File: src/rtl/core/pcb_ram.sv
// ----------------------------------------------------------------------------
// pcb_ram
// Generic single-write, single-read RAM with registered read data.
// ----------------------------------------------------------------------------
module pcb_ram #(
	parameter int WIDTH = 8,
	parameter int DEPTH = 64,
	localparam int AW = (DEPTH > 1) ? $clog2(DEPTH) : 1
) (
	input  logic             clk,
	input  logic             we,
	input  logic [AW-1:0]    waddr,
	input  logic [WIDTH-1:0] wdata,
	input  logic [AW-1:0]    raddr,
	output logic [WIDTH-1:0] rdata
);

	logic [WIDTH-1:0] mem [DEPTH];

	always_ff @(posedge clk) begin
		if (we) begin
			mem[waddr] <= wdata;
		end
		rdata <= mem[raddr];
	end

endmodule

File: config.mk
export PLATFORM = sky130hd
export DESIGN_NAME = pcb_ram
export DESIGN_NICKNAME = d
export VERILOG_FILES = /design/src/rtl/core/pcb_ram.sv
export SDC_FILE = /design/constraint.sdc
export NUM_CORES = 1
export LEC_CHECK = 0
export BUFFER_PORTS_ARGS = -buffer_cell sky130_fd_sc_hd__buf_2
export CAP_MARGIN = 25
export CORE_UTILIZATION = 56
export CTS_BUF_LIST = sky130_fd_sc_hd__clkbuf_16
export DETAILED_ROUTE_END_ITERATION = 10
export PLACE_DENSITY_LB_ADDON = 0.08
export SKIP_CTS_REPAIR_TIMING = 1
export SLEW_MARGIN = 20
export SYNTH_ARGS = -nofsm -noshare
export SYNTH_HDL_FRONTEND = slang
export SYNTH_SLANG_ARGS = --single-unit
File: constraint.sdc
create_clock -name clk -period 2 [get_ports clk]
set_input_delay 0.3 -clock clk [delete_from_list [all_inputs] [get_ports clk]]
set_output_delay 0.3 -clock clk [all_outputs]
set_load 0.01 [all_outputs]
* Word-level counts from Yosys, hierarchy flattened *
Memory sizes are Yosys's and may differ from the RTL's. A register that Yosys moved wholly into a read port is not among the register bits.
Index checks and enable logic that the tools add are counted.

word-level totals
  register bits = 0
  bits in writable memories = 512
  input bits = 22
  output and inout bits = 8
  word-level logic and storage cells = 3
  memories = 1

memories
  name  depth  width  rd ports  clocked after memory_dff  write ports  RTL line  RTL
  mem   64     8      1         1                         1            18        logic [WIDTH-1:0] mem [DEPTH];

operators by class
  multiplexer cells = 2

operators by type and width
  kind               number
  1-bit two-way mux  2

* Longest topological paths before layout *
Gate-level depths: netlist of run 1.

  word-level depth = 2
  mapped depth = 9
  depth with buffers taken out = 5

* Worst setup path after synthesis of run 1 *
OpenSTA, ideal clock, no wires.

  path kind = input -> register
  start point = input port raddr[1]
  end point = register rdata[3], read port of mem
  setup time = 0.128 ns
  arrival = 1.840 ns
  required time = 1.872 ns
  slack = 0.032 ns
  stages = 7
  buffers on the path = 3
  cell sequence = buf_4 > buf_2 > buf_2 > mux4_2 > mux4_2 > o21ai_1 > o41ai_1

RTL lines
  what                RTL line  RTL
  start: declaration  14        input logic [AW-1:0] raddr,
  end: declaration    15        output logic [WIDTH-1:0] rdata

==> out/qor.yml, run 1 <==
yosys:
  ys_async_sr_fraction: 0
  yosysUniqueCellTypes: 40
  muxShareOfSynthArea: 0.159
  synth_most_common_cell: "edfxtp_1"
  syn-num-nets: 962
  yosys.area_share.simple: 0.0339
  syn-cell-area_um2: 20200
  yosysWarnings: 0
  synthXorXnorAreaFrac: 0
  ys_seq_area_frac: 0.770
  dominantRegCellSynth: "edfxtp_1"
  synth_edf_count: 512
  ys_ff_latch: 520
  ys_top_cells_by_count: "512 x edfxtp_1, 126 x mux4_2, 83 x nor2_1, 23 x mux2i_1, 19 x nand2_1"
  syn_area_per_cell_um2: 21.5
  synth_top_family_by_area: "multiplexers"
  yosys-top-cells-area: "edfxtp_1 76%, mux4_2 14%, nor2_1 1.5%"
  synthAdderAreaFrac: 0
  synth_cells: 940
  netlist.area_leader.share: 0.762
  synth_top_area_cell: "edfxtp_1"
  synth_compound_area_frac: 0.0207
critical_path:
  critPathLaunchType: "flip-flop"
  slowest_delay_ps: 530
  crit_family: "multiplexers"
  crit_top_cell: "mux4_2"
  cp_num_cells: 5
  critPathMaxFanout: 1
  worst-setup-path-type: "flip-flop to flip-flop"
  r2r_cells: 5
  crit_chain: "mux4_2, mux4_2, nor2_1, nor3_1, o2bb2ai_1"
  critPathRequiredTime_ps: 2460
  crit_arrival_ps: 2420
  end_kind: "flip-flop"
  path_buf_inv: 0
  cp_slowest_cell: "mux4_2"
sta:
  tightest_slew_ps: 715
  rsz0062_at_grt: "no"
  slew_viol_final: 0
  maxSlewHeadroom: 0.524
  fin_crit_sh: 0.980
  max_freq_mhz: 510
  hold_viol_final: 0
  fin_crit_ps: 1960
  setup_viol: 0
  finalClockSkew_ps: 20.6
  whs_ps: 186
cells_and_area:
  drive_above_1_share: 0.353
  utilization: 0.669
  syn2layout_area_growth_pct: 17.7
  stdcell_count: 1635
  post-route-cell-area_um2: 23700
  finalNetCount: 1155
  n_antenna_cell: 0
floorplanning:
  fp.dieW_um: 192
  ios: 30
  die_area_um2: 36800
  core_region_area_um2: 35500
  rows: 69
  die_y_um: 192
  start_util: 0.568
clock_network:
  cts_buffers: 51
  insertion_delay_ps: 590
  cts_tree: "yes"
  cts.clk_slew.worst_paths_ps: 60
  root_buffer: "clkbuf_16"
  cts_buffer_depth: 3
  cts_htree_levels: 2
  clkSinkCount: 520
drt:
  drt_iter0_markers: 983
  final_antenna_net_count: 0
  drtPass1Iterations: 7
  wirelength_mm: 46.3
  num_vias: 10117
  drc: 0
  wire_per_inst_um: 28.3
  routed_via_density: 6.19
power_and_ir_drop:
  p_leak_nw: 7.80
  ir_drop_mv: 0.763
  p_per_area_nw_per_um2: 965
global_route:
  overflow: 0
  grt_max_degree: 65
  track_usage: 0.264
  grt_pass1_vias: 10333
  grt_pass1_wl_mm: 68.0
  antenna_found_initial: 0
run:
  max-cap-violations: 0
placed_design:
  dp_cells: 1540
  placed_area_um2: 22000
  place_hpwl_mm: 30.2
  portBuffers: 29
  place.gp.congestion: 0.862
worst_hold_path:
  hold_depth: 3
  worstHoldPathType: "input pin to flip-flop"
outcome:
  status: "complete, no violations"
-- worst min-delay path, stage by stage --
cell and delay, ps:
buf_2 230, nand2_1 110, o2bb2ai_1 60
-- final cells by class --
class | instances | area [um2]
clock buffers | 53 | 1330
flip-flops and latches | 520 | 15500
repair buffers | 191 | 1590
multi-input cells | 369 | 4350
well taps | 461 | 577
fillers | 2324 | 11700
clock inverters | 41 | 358
-- stage by stage --
step / TNS [ps] / power, mW / setup slack, ps
2_1_floorplan: 0 / 13.0 / 32.3
3_3_place_gp: -3350 / 13.6 / -739
3_5_place_dp: -3360 / 13.6 / -698
4_1_cts: -745 / 23.1 / -354
5_1_grt: 0 / 23.6 / 9.19
6_report: 0 / 22.9 / 39.9
-- state kept, by name (all words and copies together), names as in the netlist --
signal / flops
mem: 512
rdata: 8
-- cells by family (layout without fill, tap and decap cells) --
logic type | Yosys count | count (layout)
DFF | 520 | 520
muxes | 162 | 162
and+or+nand+nor | 153 | 153
AOI/OAI and AO/OA | 54 | 54
buffers and inverters | 51 | 285
-- placed cells by master, fill, tap and decap left out, types with 2 or more instances in the layout --
master / netlist / final
a211oi_1: 4 / 4
a21oi_1: 3 / 3
a221oi_1: 6 / 5
a22oi_1: 3 / 3
buf_12: 2 / 15
buf_2: 11 / 24
buf_4: 13 / 149
bufinv_16: 0 / 6
clkbuf_16: 0 / 53
clkinv_1: 0 / 11
clkinv_2: 0 / 10
clkinvlp_4: 0 / 9
dfxtp_1: 8 / 8
edfxtp_1: 512 / 512
inv_1: 0 / 5
mux2_2: 13 / 13
mux2i_1: 23 / 23
mux4_2: 126 / 126
nand2_1: 19 / 19
nand2b_1: 7 / 7
nand3_1: 13 / 13
nand3b_1: 3 / 3
nand4_1: 2 / 2
nor2_1: 83 / 83
nor2b_1: 14 / 14
nor3_1: 7 / 5
nor3_4: 0 / 2
nor4_1: 2 / 2
o2111ai_1: 3 / 3
o21a_1: 2 / 2
o21ai_1: 2 / 2
o221a_2: 2 / 2
o221ai_1: 8 / 8
o22ai_1: 8 / 8
o2bb2ai_1: 3 / 3
o32ai_1: 2 / 2
o41ai_1: 2 / 2
-- worst paths after layout --
check,from,to,slack (ps)
hold reg to reg,mem[26][4],rdata[4],860
hold / removal,raddr[5],rdata[2],190
setup reg to reg,mem[7][2],rdata[2],40
setup / recovery,mem[7][2],rdata[2],40
-- routing by layer --
metal  share of wire  GRT usage
met5               0          0
met4           0.026     0.0794
met3           0.073     0.0658
met2            0.49      0.420
met1            0.41      0.363
-- power by group --
group / switching, mW / internal, mW / leakage [nW] / total (mW)
Clock: 3.96 / 5.57 / 0.822 / 9.53
Combinational: 0.740 / 0.551 / 2.31 / 1.29
Sequential: 0.0368 / 12.1 / 4.67 / 12.1
Total: 4.74 / 18.2 / 7.80 / 22.9
(Power assumes the default switching activity.)
==> run 2: changes to the inputs <==
--- a/config.mk
+++ b/config.mk
@@ -7,7 +7,7 @@
 export LEC_CHECK = 0
 export BUFFER_PORTS_ARGS = -buffer_cell sky130_fd_sc_hd__buf_2
 export CAP_MARGIN = 25
-export CORE_UTILIZATION = 56
+export CORE_UTILIZATION = 67
 export CTS_BUF_LIST = sky130_fd_sc_hd__clkbuf_16
 export DETAILED_ROUTE_END_ITERATION = 10
 export PLACE_DENSITY_LB_ADDON = 0.08
==> constraint.sdc (replaced) <==
create_clock -name clk -period 2.5 [get_ports clk]
set_input_delay 0.375 -clock clk [delete_from_list [all_inputs] [get_ports clk]]
set_output_delay 0.375 -clock clk [all_outputs]
set_load 0.01 [all_outputs]
==> out/qor.yml, run 2 (synthesis results as in run 1) <==
sta:
  setup_ws_ps: 296
  max_freq_mhz: 454
  setup_viol: 0
  setup_tns_ps: 0
  slew_viol_final: 0
  fin_crit_ps: 2200
  maxSlewHeadroom: 0.464
  whs_ps: 306
  fin_crit_sh: 0.881
  rsz0062_at_grt: "no"
  hold_viol_final: 0
  finalClockSkew_ps: 12.1
  tightest_slew_ps: 801
critical_path:
  end_kind: "flip-flop"
  crit_arrival_ps: 2610
  critPathRequiredTime_ps: 2910
  slowest_delay_ps: 480
  crit_chain: "mux4_2, mux2_2, o221a_2, nor3_1, o32ai_1"
  critPathLaunchType: "flip-flop"
  worst-setup-path-type: "flip-flop to flip-flop"
  regToRegSetupSlack_ps: 300
  critPathMaxFanout: 1
  cp_slowest_cell: "mux4_2"
floorplanning:
  ios: 30
  core_region_area_um2: 29600
  fp.dieW_um: 175
  rows: 63
  die_area_um2: 30800
  start_util: 0.680
  die_y_um: 175
clock_network:
  cts_htree_levels: 2
  root_buffer: "clkbuf_16"
  cts_buffers: 49
  cts.clk_slew.worst_paths_ps: 60
  cts_tree: "yes"
  cts_buffer_depth: 3
  clkSinkCount: 520
  insertion_delay_ps: 550
outcome:
  status: "complete, no violations"
global_route:
  antenna_found_initial: 3
  grt_pass1_wl_mm: 68.4
  grt_max_degree: 65
  overflow: 0
  grt_pass1_vias: 10419
  track_usage: 0.318
drt:
  final_antenna_net_count: 0
  drtPass1Iterations: 7
  drt_iter0_markers: 1427
  num_vias: 10376
  wirelength_mm: 46.7
  wire_per_inst_um: 30.9
  routed_via_density: 6.86
  drc: 0
power_and_ir_drop:
  ir_drop_mv: 0.752
  p_per_area_nw_per_um2: 755
  p_leak_nw: 7.45
worst_hold_path:
  worstHoldPathType: "input pin to flip-flop"
placed_design:
  place_ws_ps: -127
  placed_area_um2: 21500
  portBuffers: 29
  place.gp.congestion: 0.872
  place_hpwl_mm: 28.5
cells_and_area:
  post-route-cell-area_um2: 22900
  largest-register: "mem"
  drive_above_1_share: 0.311
  final_common_cell: "edfxtp_1"
  finalNetCount: 1104
  final_cell_mix: "512 x edfxtp_1, 126 x mux4_2, 104 x buf_4, 83 x nor2_1, 49 x clkbuf_16"
  largest_reg_flops: 512
  syn2layout_area_growth_pct: 13.6
  reg_top3: "mem x512, rdata x8"
run:
  max-cap-violations: 0
## run 2: cell count changes in the layout (fill, tap and decap cells not counted), moves of 2 or more
cell        previous run  this run
clkinv_1              11        13
bufinv_16              6         1
buf_12                15        11
inv_1                  5        10
clkinvlp_4             9         0
nor3_1                 5         7
buf_2                 24        26
diode_2                0         3
buf_4                149       104
nor3_4                 2         0
clkinv_2              10        15
clkbuf_16             53        49
## run 2: critical path, delay by kind of cell, from the launching register on
| family | cells | cell delay (ps) |
|---|---|---|
| compound gates | 2 | 460 |
| flops | 1 | 380 |
| simple gates | 1 | 480 |
| mux | 2 | 750 |
## run 2: area by class of cell
type | instances | area, um2
Sequential cell | 520 | 15500
Fill cell | 1587 | 6730
Multi-Input combinational cell | 369 | 4320
Clock buffer | 49 | 1230
Timing Repair Buffer | 142 | 1140
Tap cell | 390 | 488
Clock inverter | 39 | 191
Antenna cell | 3 | 7.51
## run 2: final timing paths
path | from | to | cells past startpoint
min | raddr[5] | rdata[6] | 3
max reg2reg | mem[29][4] | rdata[4] | 5
min reg2reg | mem[4][7] | rdata[7] | 4
max | mem[29][4] | rdata[4] | 5
## run 2: per-stage QoR
step,instances,total power [mW],utilization
floorplan,940,10.4,-
global placement,1421,10.8,0.725
detailed placement,1421,10.8,0.725
CTS,1509,17.4,0.773
global route,1510,17.7,0.773
finish,1512,17.3,0.773
## run 2: where the power goes
| part | internal (mW) | leakage, nW | switching, mW | total, mW |
|---|---|---|---|---|
| sequential | 9.65 | 4.67 | 0.0305 | 9.68 |
| clock | 3.64 | 0.750 | 3.02 | 6.66 |
| combinational | 0.387 | 2.03 | 0.573 | 0.960 |
## run 2: per-layer routing
layer  track usage  up-vias  routed length, um
met1         0.449     5337              17300
li1              -     4213                  -
met4         0.111        2               1640
met2         0.503      702              22700
met3        0.0680      122               5140
met5             0        -                  9
==> run 3: changes to the inputs <==
--- a/config.mk
+++ b/config.mk
@@ -7,7 +7,7 @@
 export LEC_CHECK = 0
 export BUFFER_PORTS_ARGS = -buffer_cell sky130_fd_sc_hd__buf_2
 export CAP_MARGIN = 25
-export CORE_UTILIZATION = 67
+export CORE_UTILIZATION = 62
 export CTS_BUF_LIST = sky130_fd_sc_hd__clkbuf_16
 export DETAILED_ROUTE_END_ITERATION = 10
 export PLACE_DENSITY_LB_ADDON = 0.08
==> constraint.sdc (replaced) <==
create_clock -name clk -period 2.28 [get_ports clk]
set_input_delay 0.342 -clock clk [delete_from_list [all_inputs] [get_ports clk]]
set_output_delay 0.342 -clock clk [all_outputs]
set_load 0.01 [all_outputs]
==> out/qor.yml, run 3 (synthesis results as in run 1) <==
clock_network:
  root_buffer: "clkbuf_16"
  clkSinkCount: 520
  cts.clk_slew.worst_paths_ps: 60
  insertion_delay_ps: 570
  cts_buffer_depth: 3
  cts_buffers: 50
  cts_tree: "yes"
  cts_htree_levels: 2
floorplanning:
  rows: 65
  core_region_area_um2: 31800
  fp.dieW_um: 182
  die_area_um2: 33300
  ios: 30
  die_y_um: 182
  start_util: 0.634
sta:
  tightest_slew_ps: 781
  finalClockSkew_ps: 27.5
  max_freq_mhz: 512
  fin_crit_sh: 0.857
  fin_crit_ps: 1950
  rsz0062_at_grt: "no"
  slew_viol_final: 0
  setup_viol: 0
  setup_ws_ps: 327
  maxSlewHeadroom: 0.479
  hold_viol_final: 0
cells_and_area:
  reg_top3: "mem x512, rdata x8"
  post-route-cell-area_um2: 23300
  utilization: 0.733
  final_cell_mix: "512 x edfxtp_1, 130 x buf_4, 126 x mux4_2, 83 x nor2_1, 50 x clkbuf_16"
  largest-register: "mem"
  syn2layout_area_growth_pct: 15.6
  largest_reg_flops: 512
  drive_above_1_share: 0.327
  finalNetCount: 1130
  final_common_cell: "edfxtp_1"
placed_design:
  portBuffers: 29
  placed_area_um2: 21700
  place.gp.congestion: 0.918
  place_ws_ps: -137
  place_hpwl_mm: 29.5
power_and_ir_drop:
  ir_drop_mv: 0.665
  p_per_area_nw_per_um2: 846
  p_leak_nw: 7.63
drt:
  final_antenna_net_count: 0
  wire_per_inst_um: 28.8
  drc: 0
  wirelength_mm: 45.5
  routed_via_density: 6.51
  drtPass1Iterations: 5
  drt_iter0_markers: 1276
  num_vias: 10293
global_route:
  antenna_found_initial: 1
  grtUsageMet3: 0.0439
  use_met1: 0.410
  met2_usage: 0.473
  grt_pass1_wl_mm: 68.1
  track_usage: 0.287
  grt_pass1_vias: 10614
  grt_max_degree: 65
  grt.busiest_layer: "met2"
  overflow: 0
critical_path:
  critPathRequiredTime_ps: 2710
  crit_arrival_ps: 2380
  path_buf_inv: 1
  worst-setup-path-type: "flip-flop to flip-flop"
  critPathLaunchType: "flip-flop"
  cp_slowest_cell: "a2111oi_0"
  end_kind: "flip-flop"
  critPathMaxFanout: 1
  crit_chain: "mux4_2, nor2b_1, a2111oi_0, buf_4, o41ai_1"
  slowest_delay_ps: 540
  crit_family: "compound AO/OA/AOI/OAI gates"
run:
  max-cap-violations: 0
outcome:
  status: "complete, no violations"
worst_hold_path:
  worstHoldPathType: "input pin to flip-flop"
## run 3: through the flow
step / hold WS (ps) / power, mW / std cells / TNS [ps]
2_1_floorplan: 441 / 11.4 / 940 / 0
3_3_place_gp: 799 / 11.8 / 1491 / -171
3_5_place_dp: 794 / 11.9 / 1491 / -279
4_1_cts: 204 / 19.8 / 1579 / 0
5_1_grt: 226 / 20.2 / 1579 / 0
6_report: 232 / 19.7 / 1581 / 0
## run 3: worst paths after layout
| path | from | slack [ps] | to | cells past startpoint |
|---|---|---|---|---|
| setup / recovery | mem[2][5] | 330 | rdata[5] | 5 |
| hold / removal | raddr[5] | 230 | rdata[0] | 3 |
| setup reg to reg | mem[2][5] | 330 | rdata[5] | 5 |
| hold reg to reg | mem[31][6] | 850 | rdata[6] | 3 |
## run 3: metal layers
layer | up-vias | share of wire | wire, um
li1 | 4270 | - | -
met1 | 5371 | 0.40 | 18000
met2 | 546 | 0.50 | 22700
met3 | 104 | 0.082 | 3730
met4 | 2 | 0.023 | 1060
met5 | - | 0.00029 | 13
## run 3: tightest hold or removal path: cells and delay by family
kind,cells,cell delay (ps)
compound gates,1,60
buf+inv,1,230
simple gates,1,110
## run 3: report_power, final
part	switching [mW]	leakage, nW	internal (mW)
clock network	3.40	0.801	4.65
registers	0.0424	4.67	10.6
logic	0.618	2.15	0.438
total	4.06	7.63	15.7
## run 3: layout make-up
class,instances,area [um2]
fill,1822,8490
clock buffer,50,1250
tap,435,544
timing repair buffer,167,1320
sequential,520,15500
clock inverter,38,339
multi-input combinational,369,4320
antenna,2,5.00
