--- src/rtl/core/pcb_pkg.sv ---
// ----------------------------------------------------------------------------
// pcb_pkg
// Shared types and constants for the per-host circuit breaker table.
// ----------------------------------------------------------------------------
package pcb_pkg;

	// Request kinds, carried in the input tuser
	typedef enum logic [2:0] {
		FUNC_TICK         = 3'd0,
		FUNC_MAY_ANNOUNCE = 3'd1,
		FUNC_SENT         = 3'd2,
		FUNC_RESULT       = 3'd3,
		FUNC_BLOCKED_Q    = 3'd4,
		FUNC_CLEAR        = 3'd5
	} func_t;

	// Breaker modes
	typedef enum logic [1:0] {
		MODE_CLOSED = 2'd0,
		MODE_OPEN   = 2'd1,
		MODE_HALF   = 2'd2
	} mode_t;

	// Configuration register indexes
	typedef enum logic [1:0] {
		CFG_MIN_STAGGER = 2'd0,
		CFG_MAX_STAGGER = 2'd1,
		CFG_BLOCK_DUR   = 2'd2,
		CFG_UDP_LIMIT   = 2'd3
	} cfg_idx_t;

	localparam logic [15:0] MIN_STAGGER_RST = 16'd1;
	localparam logic [15:0] MAX_STAGGER_RST = 16'd5;
	localparam logic [15:0] BLOCK_DUR_RST   = 16'd360;
	localparam logic [7:0]  UDP_LIMIT_RST   = 8'd3;
	localparam logic [7:0]  RUN_MAX         = 8'hFF;

	typedef struct packed {
		logic        is_udp;
		logic        no_reply;
		logic        server_fault;
		logic        throttled;
		logic        success;
		logic [15:0] jitter;
		logic [5:0]  host_index;
		logic        host_present;
		func_t       func;
	} item_t;

	typedef struct packed {
		logic [15:0] min_stagger;
		logic [15:0] max_stagger;
		logic [15:0] block_duration;
		logic [7:0]  udp_timeout_limit;
	} cfg_t;

	typedef struct packed {
		logic blocked;
		logic tripped;
		logic allowed;
	} res_t;

	// Side effects of one request on the table
	typedef struct packed {
		logic we;
		logic touch;
		logic clear;
		logic tick;
	} upd_ctl_t;

endpackage

--- src/rtl/core/pcb_update.sv ---
// ----------------------------------------------------------------------------
// pcb_update
// Next-state and answer logic for one request on one breaker entry.
// ----------------------------------------------------------------------------
module pcb_update #(
	parameter int TIME_BITS = 32,
	localparam int ENTRY_W = 2 * TIME_BITS + 11
) (
	input  pcb_pkg::item_t       item,
	input  logic                 have,
	input  logic                 entry_valid,
	input  logic [ENTRY_W-1:0]   entry_rd,
	input  logic [TIME_BITS-1:0] time_now,
	input  pcb_pkg::cfg_t        cfg,
	output logic [ENTRY_W-1:0]   entry_wr,
	output logic [TIME_BITS-1:0] time_nxt,
	output pcb_pkg::res_t        res,
	output pcb_pkg::upd_ctl_t    ctl
);
	import pcb_pkg::*;

	typedef struct packed {
		mode_t                mode;
		logic                 probe;
		logic [7:0]           run;
		logic [TIME_BITS-1:0] next_slot;
		logic [TIME_BITS-1:0] reopen;
	} entry_t;

	entry_t      cur;
	entry_t      nxt;
	logic [15:0] span;
	logic [15:0] jit_clamped;
	logic [16:0] delay;
	logic [7:0]  run_inc;

	// Wrap-safe "now is before deadline"
	function automatic logic is_before(input logic [TIME_BITS-1:0] now,
	                                   input logic [TIME_BITS-1:0] dl);
		logic [TIME_BITS-1:0] diff;
		diff = now - dl;
		return diff[TIME_BITS-1];
	endfunction

	always_comb begin
		span        = (cfg.max_stagger >= cfg.min_stagger) ?
		              (cfg.max_stagger - cfg.min_stagger) : 16'd0;
		jit_clamped = (item.jitter < span) ? item.jitter : span;
		delay       = {1'b0, cfg.min_stagger} + {1'b0, jit_clamped};
	end

	always_comb begin
		if (entry_valid) begin
			cur = entry_t'(entry_rd);
		end else begin
			cur.mode      = MODE_CLOSED;
			cur.probe     = 1'b0;
			cur.run       = 8'd0;
			cur.next_slot = time_now;
			cur.reopen    = time_now;
		end
		run_inc  = (cur.run != RUN_MAX) ? cur.run + 8'd1 : cur.run;
		nxt      = cur;
		res      = '0;
		ctl      = '0;
		time_nxt = time_now;
		case (item.func)
			FUNC_TICK: begin
				ctl.tick = 1'b1;
				time_nxt = time_now + TIME_BITS'(1);
			end
			FUNC_MAY_ANNOUNCE: begin
				if (!have) begin
					res.allowed = 1'b1;
				end else begin
					ctl.we    = 1'b1;
					ctl.touch = 1'b1;
					if (cur.mode == MODE_OPEN && is_before(time_now, cur.reopen)) begin
						res.allowed = 1'b0;
					end else begin
						// expired open entry moves to half-open
						if (cur.mode == MODE_OPEN) begin
							nxt.mode  = MODE_HALF;
							nxt.probe = 1'b0;
						end
						if (nxt.mode == MODE_HALF) begin
							res.allowed = !nxt.probe;
						end else begin
							res.allowed = !is_before(time_now, cur.next_slot);
						end
					end
				end
			end
			FUNC_SENT: begin
				if (have) begin
					ctl.we    = 1'b1;
					ctl.touch = 1'b1;
					if (cur.mode == MODE_HALF) begin
						nxt.probe = 1'b1;
					end
					nxt.next_slot = time_now + TIME_BITS'(delay);
				end
			end
			FUNC_RESULT: begin
				if (have) begin
					ctl.we    = 1'b1;
					ctl.touch = 1'b1;
					if (item.success) begin
						nxt.run   = 8'd0;
						nxt.mode  = MODE_CLOSED;
						nxt.probe = 1'b0;
					end else if (cur.mode == MODE_HALF || item.throttled ||
					             item.server_fault ||
					             (item.no_reply && item.is_udp &&
					              run_inc >= cfg.udp_timeout_limit)) begin
						// trip the breaker
						nxt.mode    = MODE_OPEN;
						nxt.reopen  = time_now + TIME_BITS'(cfg.block_duration);
						nxt.run     = 8'd0;
						nxt.probe   = 1'b0;
						res.tripped = 1'b1;
					end else begin
						if (item.no_reply && item.is_udp) begin
							nxt.run = run_inc;
						end
						nxt.probe = 1'b0;
					end
				end
			end
			FUNC_BLOCKED_Q: begin
				res.blocked = have && entry_valid && cur.mode == MODE_OPEN &&
				              is_before(time_now, cur.reopen);
			end
			FUNC_CLEAR: begin
				ctl.clear = 1'b1;
			end
			default: begin
			end
		endcase
		entry_wr = nxt;
	end

endmodule

--- config.mk ---
export PLATFORM = sky130hd
export DESIGN_NAME = pcb_update
export DESIGN_NICKNAME = d
export VERILOG_FILES = /design/src/rtl/core/pcb_pkg.sv /design/src/rtl/core/pcb_update.sv
export SDC_FILE = /design/constraint.sdc
export NUM_CORES = 1
export LEC_CHECK = 0
export BUFFER_PORTS_ARGS = -buffer_cell sky130_fd_sc_hd__buf_2
export CAP_MARGIN = 20
export CELL_PAD_IN_SITES_DETAIL_PLACEMENT = 1
export CELL_PAD_IN_SITES_GLOBAL_PLACEMENT = 2
export CORE_MARGIN = 3
export CORE_UTILIZATION = 27
export DETAILED_ROUTE_END_ITERATION = 8
export GPL_TIMING_DRIVEN = 1
export PLACE_DENSITY = 0.91
export SLEW_MARGIN = 20
export SYNTH_ARGS = -nofsm -noshare
export SYNTH_HDL_FRONTEND = slang
export SYNTH_SLANG_ARGS = --single-unit
--- constraint.sdc ---
create_clock -name vclk -period 12.8
set_clock_uncertainty 0.2 [all_clocks]
set_input_delay 2.56 -clock vclk [all_inputs]
set_output_delay 2.56 -clock vclk [all_outputs]
set_load 0.02 [all_outputs]
Word level (Yosys, flattened, before mapping)
Index checks and enable logic that the tools add are counted.
Widths: inputs -> output; s select.
{"block": "totals", "ff_bits": 0, "output_inout_bits": 114}
{"block": "op_classes", "addsub": 8, "order_cmp": 3, "eq_ne": 9, "muxes": 40, "reduce_logical": 13}
{"cell": "$mux 32", "count": 7}
{"cell": "$mux 75", "count": 1}
{"cell": "$sub 32x32->32", "count": 2}
{"cell": "$add 32x1->32 const B", "count": 1}
{"cell": "$add 32x16->32", "count": 1}
{"cell": "$add 32x17->32", "count": 1}
{"cell": "$mux 16", "count": 2}
{"cell": "$mux 8", "count": 4}
{"cell": "$mux 11", "count": 2}
{"cell": "$mux 3", "count": 6}
{"cell": "$add 16x16->17", "count": 1}
{"cell": "$ge 16x16->1", "count": 1}
{"cell": "$lt 16x16->1", "count": 1}
{"cell": "$sub 16x16->16", "count": 1}
{"cell": "$mux 1", "count": 13}
{"cell": "$add 8x1->8 const B", "count": 1}
{"cell": "$ge 8x8->1", "count": 1}
{"cell": "$ne 8x8->1 const B", "count": 1}
{"cell": "$eq 3x2->1 const B", "count": 2}
{"cell": "$eq 3x3->1 const B", "count": 2}
{"cell": "$logic_and 1x1->1", "count": 6}
{"cell": "$mux 2", "count": 3}
{"cell": "$eq 2x2->1 const B", "count": 2}
{"cell": "$pmux 2 s2", "count": 1}
{"cell": "other kinds (7)", "count": 10}

Longest topological paths before layout
Gate-level depths: netlist of the first run.
{"block": "depth", "ltp_word": 11, "depth_mapped": 33, "mapped_depth_nobuf": 31}

Worst setup path before layout of the first run
Ideal clock, no wire load.
{"block": "synth_timing", "kind": "input to output", "start": "input port cfg[24] in the netlist's numbering", "end": "output port entry_wr[61]", "arrival_time_ns": 8.794, "t_required_ns": 10.040, "slack_ns": 1.246, "cell_stages": 33, "path_cell_list": "inv_1 ha_1 inv_1 fa_1 nand3_1 a31oi_1 or3b_1 a221o_1 clkbuf_1 nand2_1 ha_1 a21oi_1 nor2b_1 o21ai_0 a21oi_1 a31oi_1 nand2_1 o21ai_4 buf_6 mux2i_1 fa_1 inv_1 ha_1 inv_1 fa_1 and2b_1 o31ai_1 a221oi_1 o2111ai_1 a31oi_4 nand2_1 or3_1 a31oi_1"}
{"block": "synth_via", "elab_chain_cells": 8}
{"element": "start: declaration", "line": "pcb_update.sv:14", "rtl": "input pcb_pkg::cfg_t cfg,"}
{"element": "$sub 16x16->16 or $ge 16x16->1 (tied branches)", "line": "pcb_update.sv:47, pcb_update.sv:46"}
{"element": "$mux 16 (*)", "line": "pcb_update.sv:46", "rtl": "span = (cfg.max_stagger >= cfg.min_stagger) ?"}
{"element": "$lt 16x16->1", "line": "pcb_update.sv:48", "rtl": "jit_clamped = (item.jitter < span) ? item.jitter : span;"}
{"element": "$mux 16 (*)", "line": "pcb_update.sv:48"}
{"element": "$add 16x16->17 (*)", "line": "pcb_update.sv:49", "rtl": "delay = {1'b0, cfg.min_stagger} + {1'b0, jit_clamped};"}
{"element": "$add 32x17->32 (*)", "line": "pcb_update.sv:101", "rtl": "nxt.next_slot = time_now + TIME_BITS'(delay);"}
{"element": "$mux 32 (*)", "line": "pcb_update.sv:95", "rtl": "if (have) begin"}
{"element": "$mux 32 (*)", "line": "pcb_update.sv:67", "rtl": "case (item.func)"}
{"element": "end: declaration", "line": "pcb_update.sv:15", "rtl": "output logic [ENTRY_W-1:0] entry_wr,"}
Mark *: on every way between the ends. The rest lies on a longest branch, timed or not.

Worst setup path in the final report of the first run
{"block": "layout_timing", "start": "input port cfg[24] in the netlist's numbering", "end": "output port entry_wr[63]"}
Same word-level chain as after synthesis.

==> impl_results.md, run 1 <==
* Placeable Area at 27900 sq um
* Initial Utilization at 0.275
* TNS Setup at 0 ns
* Register area share after synthesis at 0
* Pwr dens at around 64 nW/um^2
* Crit path kind: in2out
* DR iter-0 viols at between 400 and 500
* Status: complete, no violations
* Final hold vios at 0
* Post-synthesis cell type count at just over 70
* Via density at 5.31
* Die width at 174 um
* # Max-Cap Violations at 0
* Layout cells sized above 1 at 0.248
* First-pass GRT wire length at slightly above 50 mm
* Die height at 174 um
* Ys Warns at 0
* Initial antenna violation count at 5
* DRC at 0
* FMAX at 80.6 MHz
* Die area at 30400 sq um
* Hold path endpoint: res[0]
* Slew HR at 0.442
* Crit path required time at between 10 and 15 ns
* Leak Pwr at between 0.004 and 0.005 uW
* Final net count at between 1500 and 2000
* Dpl cells at 1739
* Vias in the first global route at ~9700
* Crit-path max FO at 5
* Tmin final at 12.40 ns
* Final std cells w/o fill at 1743
* Commonest non-fill, non-tap cell in the layout: buf_2
* Total GRT Usage at 0.204
* CP arrival at 9.64 ns
* Post-CTS Setup Repair Bufs at 0
* Max incr delay on CP at between 0.5 and 0.6 ns
* Period utilization at 0.969
* Detailed placement HPWL at 28.7 mm
* Setup repair after global routing missed its margin: false
* Synthesized area at 7660 sq um
* Hold depth at 3
* Final Max Tran Viols at 0
* Drt total wl at 32.9 mm
* DP Worst Slack at 0.290 ns
* Critical path depth at 32
* Largest net degree at the start of global routing at 71
* DR WL/cell at 18.9 um
* Max VDD drop at ~26 uV
* Least-Margin Pin Slew at 0.830 ns
* Critical path buffer and inverter count at 5
* CP Launch Type: primary input
* Hold Buf Count CTS at 0
* DRT antenna net count at 0
* Routability Congestion at 0.915
* Cell count after synthesis at 1090
* Post-cts resize count at 0
* Finished layout cell area at 9580 sq um
* Port bufs at 303
* CP Capture Type: primary output
* Syn_area_per_cell at 7.03 sq um
* Worst hold start: have
* CLK BUF at 0
* HP Class: in2out
* Seq cells at 0
* Most frequent cells in the layout: 302 x buf_2, 140 x a21oi_1, 137 x ha_1, 97 x nand2_1, 72 x nor2_1
* Final worst slack at 0.400 ns
* Delay-heaviest family, CP: compound AO/OA/AOI/OAI gates
* Placement Cell Area at between 9000 and 10000 sq um
* Cell accounting for the most synthesized area: ha_1
* Top cell type's share of synthesized area at 0.224
* Detailed Routing Iterations Pass 1 at 5
* Final setup vio count at 0
* Slowest cell on the critical path: fa_1
* Row count at 61
* Filler cells at 3585
* Ports at 310
* Area growth syn-to-layout at 25.1%
* Via count at 9254
* Final global-route overflow total at 0
* Syn nets at 1442
* Register Area at 0 sq um
* Synth area leaders: ha_1 22%, a21oi_1 9.1%, xnor2_1 6.7%
layout make-up:
type / count / area, sq um / area share
Multi-Input combinational cell: 976 / 7230 / 0.755
Timing Repair Buffer: 314 / 1600 / 0.167
Tap cell: 378 / 473 / 0.0494
Inverter: 71 / 267 / 0.0278
Antenna cell: 4 / 10.0 / 0.00104
metal layers:
layer  up-vias  global-route usage  wire, um
met5         -                   0        13
met4         2              0.0338       531
met3        30              0.0232      1880
met2       263               0.371     16000
met1      4427               0.262     14500
li1       4532                   -         -
cells by family (layout without fill, tap and decap cells):
group | count (synthesis) | count (layout) | synth area share
buf+inv | 114 | 385 | 0.0586
other cells | 0 | 4 | 0
fa+ha+maj | 156 | 156 | 0.273
compound gates | 318 | 318 | 0.262
xor+xnor | 96 | 96 | 0.110
mux | 43 | 43 | 0.0562
simple gates | 363 | 363 | 0.240
cells in the mapped netlist, types with 13 or more instances:
cell type,n
a21oi_1,140
ha_1,137
nand2_1,97
nor2_1,73
inv_1,70
xnor2_1,59
mux2i_1,43
o21ai_0,40
nand3_1,39
xor2_1,37
nor2b_1,33
nand4_1,32
clkbuf_1,28
a21o_1,25
fa_1,19
a211oi_1,16
and3_1,16
a31oi_1,14
o211ai_1,14
and4_1,13
nor3_1,13
worst max-delay path by stage:
stage	from	end	slack [ns]
3_5_place_dp	cfg[24]	entry_wr[63]	0.29
2_1_floorplan	cfg[24]	entry_wr[61]	1.25
6_report	cfg[24]	entry_wr[63]	0.40
5_1_grt	cfg[24]	entry_wr[63]	0.07
3_3_place_gp	cfg[24]	entry_wr[63]	0.40
4_1_cts	cfg[24]	entry_wr[63]	0.28
per-stage QoR:
stage / util / hold WS, ns / total power, uW
3_5_place_dp: 0.343 / 5.26 / 608
2_1_floorplan: - / 4.99 / 418
3_3_place_gp: 0.343 / 5.25 / 591
4_1_cts: 0.343 / 5.26 / 611
6_report: 0.344 / 5.27 / 611
5_1_grt: 0.344 / 5.30 / 680
where the power goes:
part           switching (uW)  internal (uW)
logic                     359            252
clock network               0      0.0000419
registers                   0              0
No activity file was read; power rests on OpenSTA's default activity.
==> inputs of run 2 (changes only) <==
- ABC_AREA: default -> 1
- CORE_UTILIZATION: 27 -> 25
- GPL_TIMING_DRIVEN: 1 -> default
- PLACE_DENSITY: 0.91 -> 0.89
==> run 2 against run 1 <==
  * First-iteration DRC count shrank 8.5%
  * Largest cell class unchanged
  * Via count grew 9.7%
  * Die area grew 12%
  * Area after synthesis is 4.3% higher
  * Highest routed layer unchanged
  * Critical path depth is 5 higher
  * Wire length up 15%
  * Worst hold slack improved by 0.027 ns
==> impl_results.md, run 2 <==
* Leak Pwr at 0.00534 uW (+15%)
* Syn_area_per_cell at 5.87 sq um (-16%)
* Final hold vios at 0 (unchanged)
* Hold WS at 5.29 ns (+0.0268 ns)
* Routability Congestion at 0.904 (-1.2%)
* Most frequent cell after synthesis: nand2_1
* Via density at 5.00 (-5.9%)
* Setup repair after global routing missed its margin: false
* Crit path required time at 10.04 ns (about the same)
* CLK BUF at 0 (unchanged)
* Top cell type's share of synthesized area at 0.215 (-0.00918)
* Post-CTS Setup Repair Bufs at 0 (unchanged)
* Commonest non-fill, non-tap cell in the layout: nand2_1
* Post-synth top cells: 314 x nand2_1, 173 x inv_1, 166 x a21oi_1
* Die height at 185 um (+5.9%)
* Die width at 185 um (+5.9%)
* FMAX at 84.5 MHz (+4.8%)
* DRT antenna net count at 0 (unchanged)
* Placeable Area at 31100 sq um (+12%)
* DRC at 0 (unchanged)
* HP Class: in2out
* Register Area at 0 sq um (unchanged)
* DR iter-0 viols at 409 (-8.5%)
* CP arrival at 9.07 ns (-0.57 ns)
* Layout cells sized above 1 at 0.212 (-0.0352)
* Via count at 10100 (+9.7%)
* DR WL/cell at 18.6 um (-1.6%)
* Total GRT Usage at 0.211 (+0.00734)
* Synth area leaders: ha_1 21%, nand2_1 15%, a21oi_1 10%
* Cell accounting for the most synthesized area: ha_1
* Initial Utilization at 0.257 (-0.0179)
* CP Launch Type: primary input
* First-pass GRT wire length at 57.4 mm (+13%)
* Detailed placement HPWL at 33.2 mm (+15%)
* Row count at 64 (+4.9%)
* Cell mode on critical path: nand2_1
* Ports at 310 (unchanged)
* Period utilization at 0.925 (-0.0442)
* Area growth syn-to-layout at 23.6%
* CP Capture Type: primary output
* Largest net degree at the start of global routing at 58 (-18%)
* Tmin final at 11.83 ns (-0.566 ns)
* Cell count after synthesis at 1360 (+25%)
* Final Max Tran Viols at 0 (unchanged)
* Final global-route overflow total at 0 (unchanged)
* Max VDD drop at 29.4 uV (+13%)
* Hold Buf Count CTS at 0 (unchanged)
* # Max-Cap Violations at 0 (unchanged)
* Most frequent cells in the layout: 314 x nand2_1, 302 x buf_2, 173 x inv_1, 166 x a21oi_1, 137 x ha_1
* Post-synthesis cell type count at 51 (-28%)
* Vias in the first global route at 10600 (+9.7%)
* Initial antenna violation count at 4 (-1)
* TNS Setup at 0 ns (unchanged)
* Least-Margin Pin Slew at 0.712 ns (-0.117 ns)
* Detailed Routing Iterations Pass 1 at 5 (unchanged)
* Final setup vio count at 0 (unchanged)
* Max incr delay on CP at 0.49 ns (-0.02 ns)
* Drt total wl at 37.7 mm (+15%)
* Slew HR at 0.521 (+0.0796)
* Worst hold start: item[1]
* Seq cells at 0 (unchanged)
* Die area at 34100 sq um (+12%)
* Hold depth at 3 (unchanged)
* Crit path kind: in2out
* Slowest cell on the critical path: o221a_2
* Port bufs at 303 (unchanged)
* Post-cts resize count at 0 (unchanged)
* Final net count at 1988 (+16%)
* Status: complete, no violations
* Register area share after synthesis at 0 (unchanged)
* Hold path endpoint: ctl[1]
* Synthesized area at 7990 sq um (+4.3%)
* Pwr dens at 62.9 nW/um^2 (-1.3%)
* Syn nets at 1712 (+19%)
* Ys Warns at 0 (unchanged)
* Crit-path max FO at 17 (+12)
==> run 2: critical path: cells and delay by family <==
kind                     cells  cell delay [ns]
buffers and inverters        6             0.73
XOR/XNOR                     1             0.14
AND/OR/NAND/NOR             20             2.78
AO/OA/AOI/OAI                5             1.19
adder cells (fa/ha/maj)      5             1.66
==> run 2: area by class of cell <==
type	count	area (sq um)
fillers	4250	21200
repair buffers	306	1540
diodes	1	2.50
multi-input cells	1152	7170
well taps	396	495
inverters	176	661
==> run 2: worst max path at each step <==
stage	startpoint	endpoint	depth (start not counted)
after floorplan	cfg[24]	entry_wr[63]	35
after global placement	cfg[47]	entry_wr[59]	37
after detailed placement	cfg[47]	entry_wr[59]	37
after CTS	cfg[47]	entry_wr[59]	37
after global routing	cfg[47]	entry_wr[59]	37
final	cfg[47]	entry_wr[59]	37
==> run 2: report_power, final <==
group	internal [uW]	total [uW]	switching, uW
registers	0	0	0
logic	223	621	398
clock network	0.0000105	0.0000105	0
total	223	621	398
==> run 2: kinds of logic (layout without fill, tap and decap cells) <==
logic type | count (synthesis) | in the layout | synth area share
AND/OR/NAND/NOR | 595 | 595 | 0.329
XOR/XNOR | 92 | 92 | 0.101
AO/OA/AOI/OAI | 306 | 306 | 0.202
adder cells (fa/ha/maj) | 156 | 156 | 0.262
buffers and inverters | 208 | 482 | 0.102
other | 0 | 1 | 0
multiplexers | 3 | 3 | 0.00376
==> run 2: per-layer routing <==
layer  GRT usage  up-vias  share of wire
met4      0.0393        6          0.022
li1            -     5074              -
met5           0        -        0.00090
met1       0.279     4747           0.46
met3      0.0223       45          0.051
met2       0.375      276           0.47
==> run 2: metrics by stage <==
stage | utilization | std cells | area [sq um] | power (uW) | setup slack, ns
detailed placement | 0.318 | 2030 | 9870 | 619 | 0.964
finish | 0.318 | 2031 | 9870 | 621 | 0.966
global placement | 0.318 | 2030 | 9870 | 604 | 1.05
floorplan | - | 1360 | 7990 | 418 | 2.28
CTS | 0.318 | 2030 | 9870 | 624 | 0.923
global route | 0.318 | 2031 | 9870 | 702 | 0.330
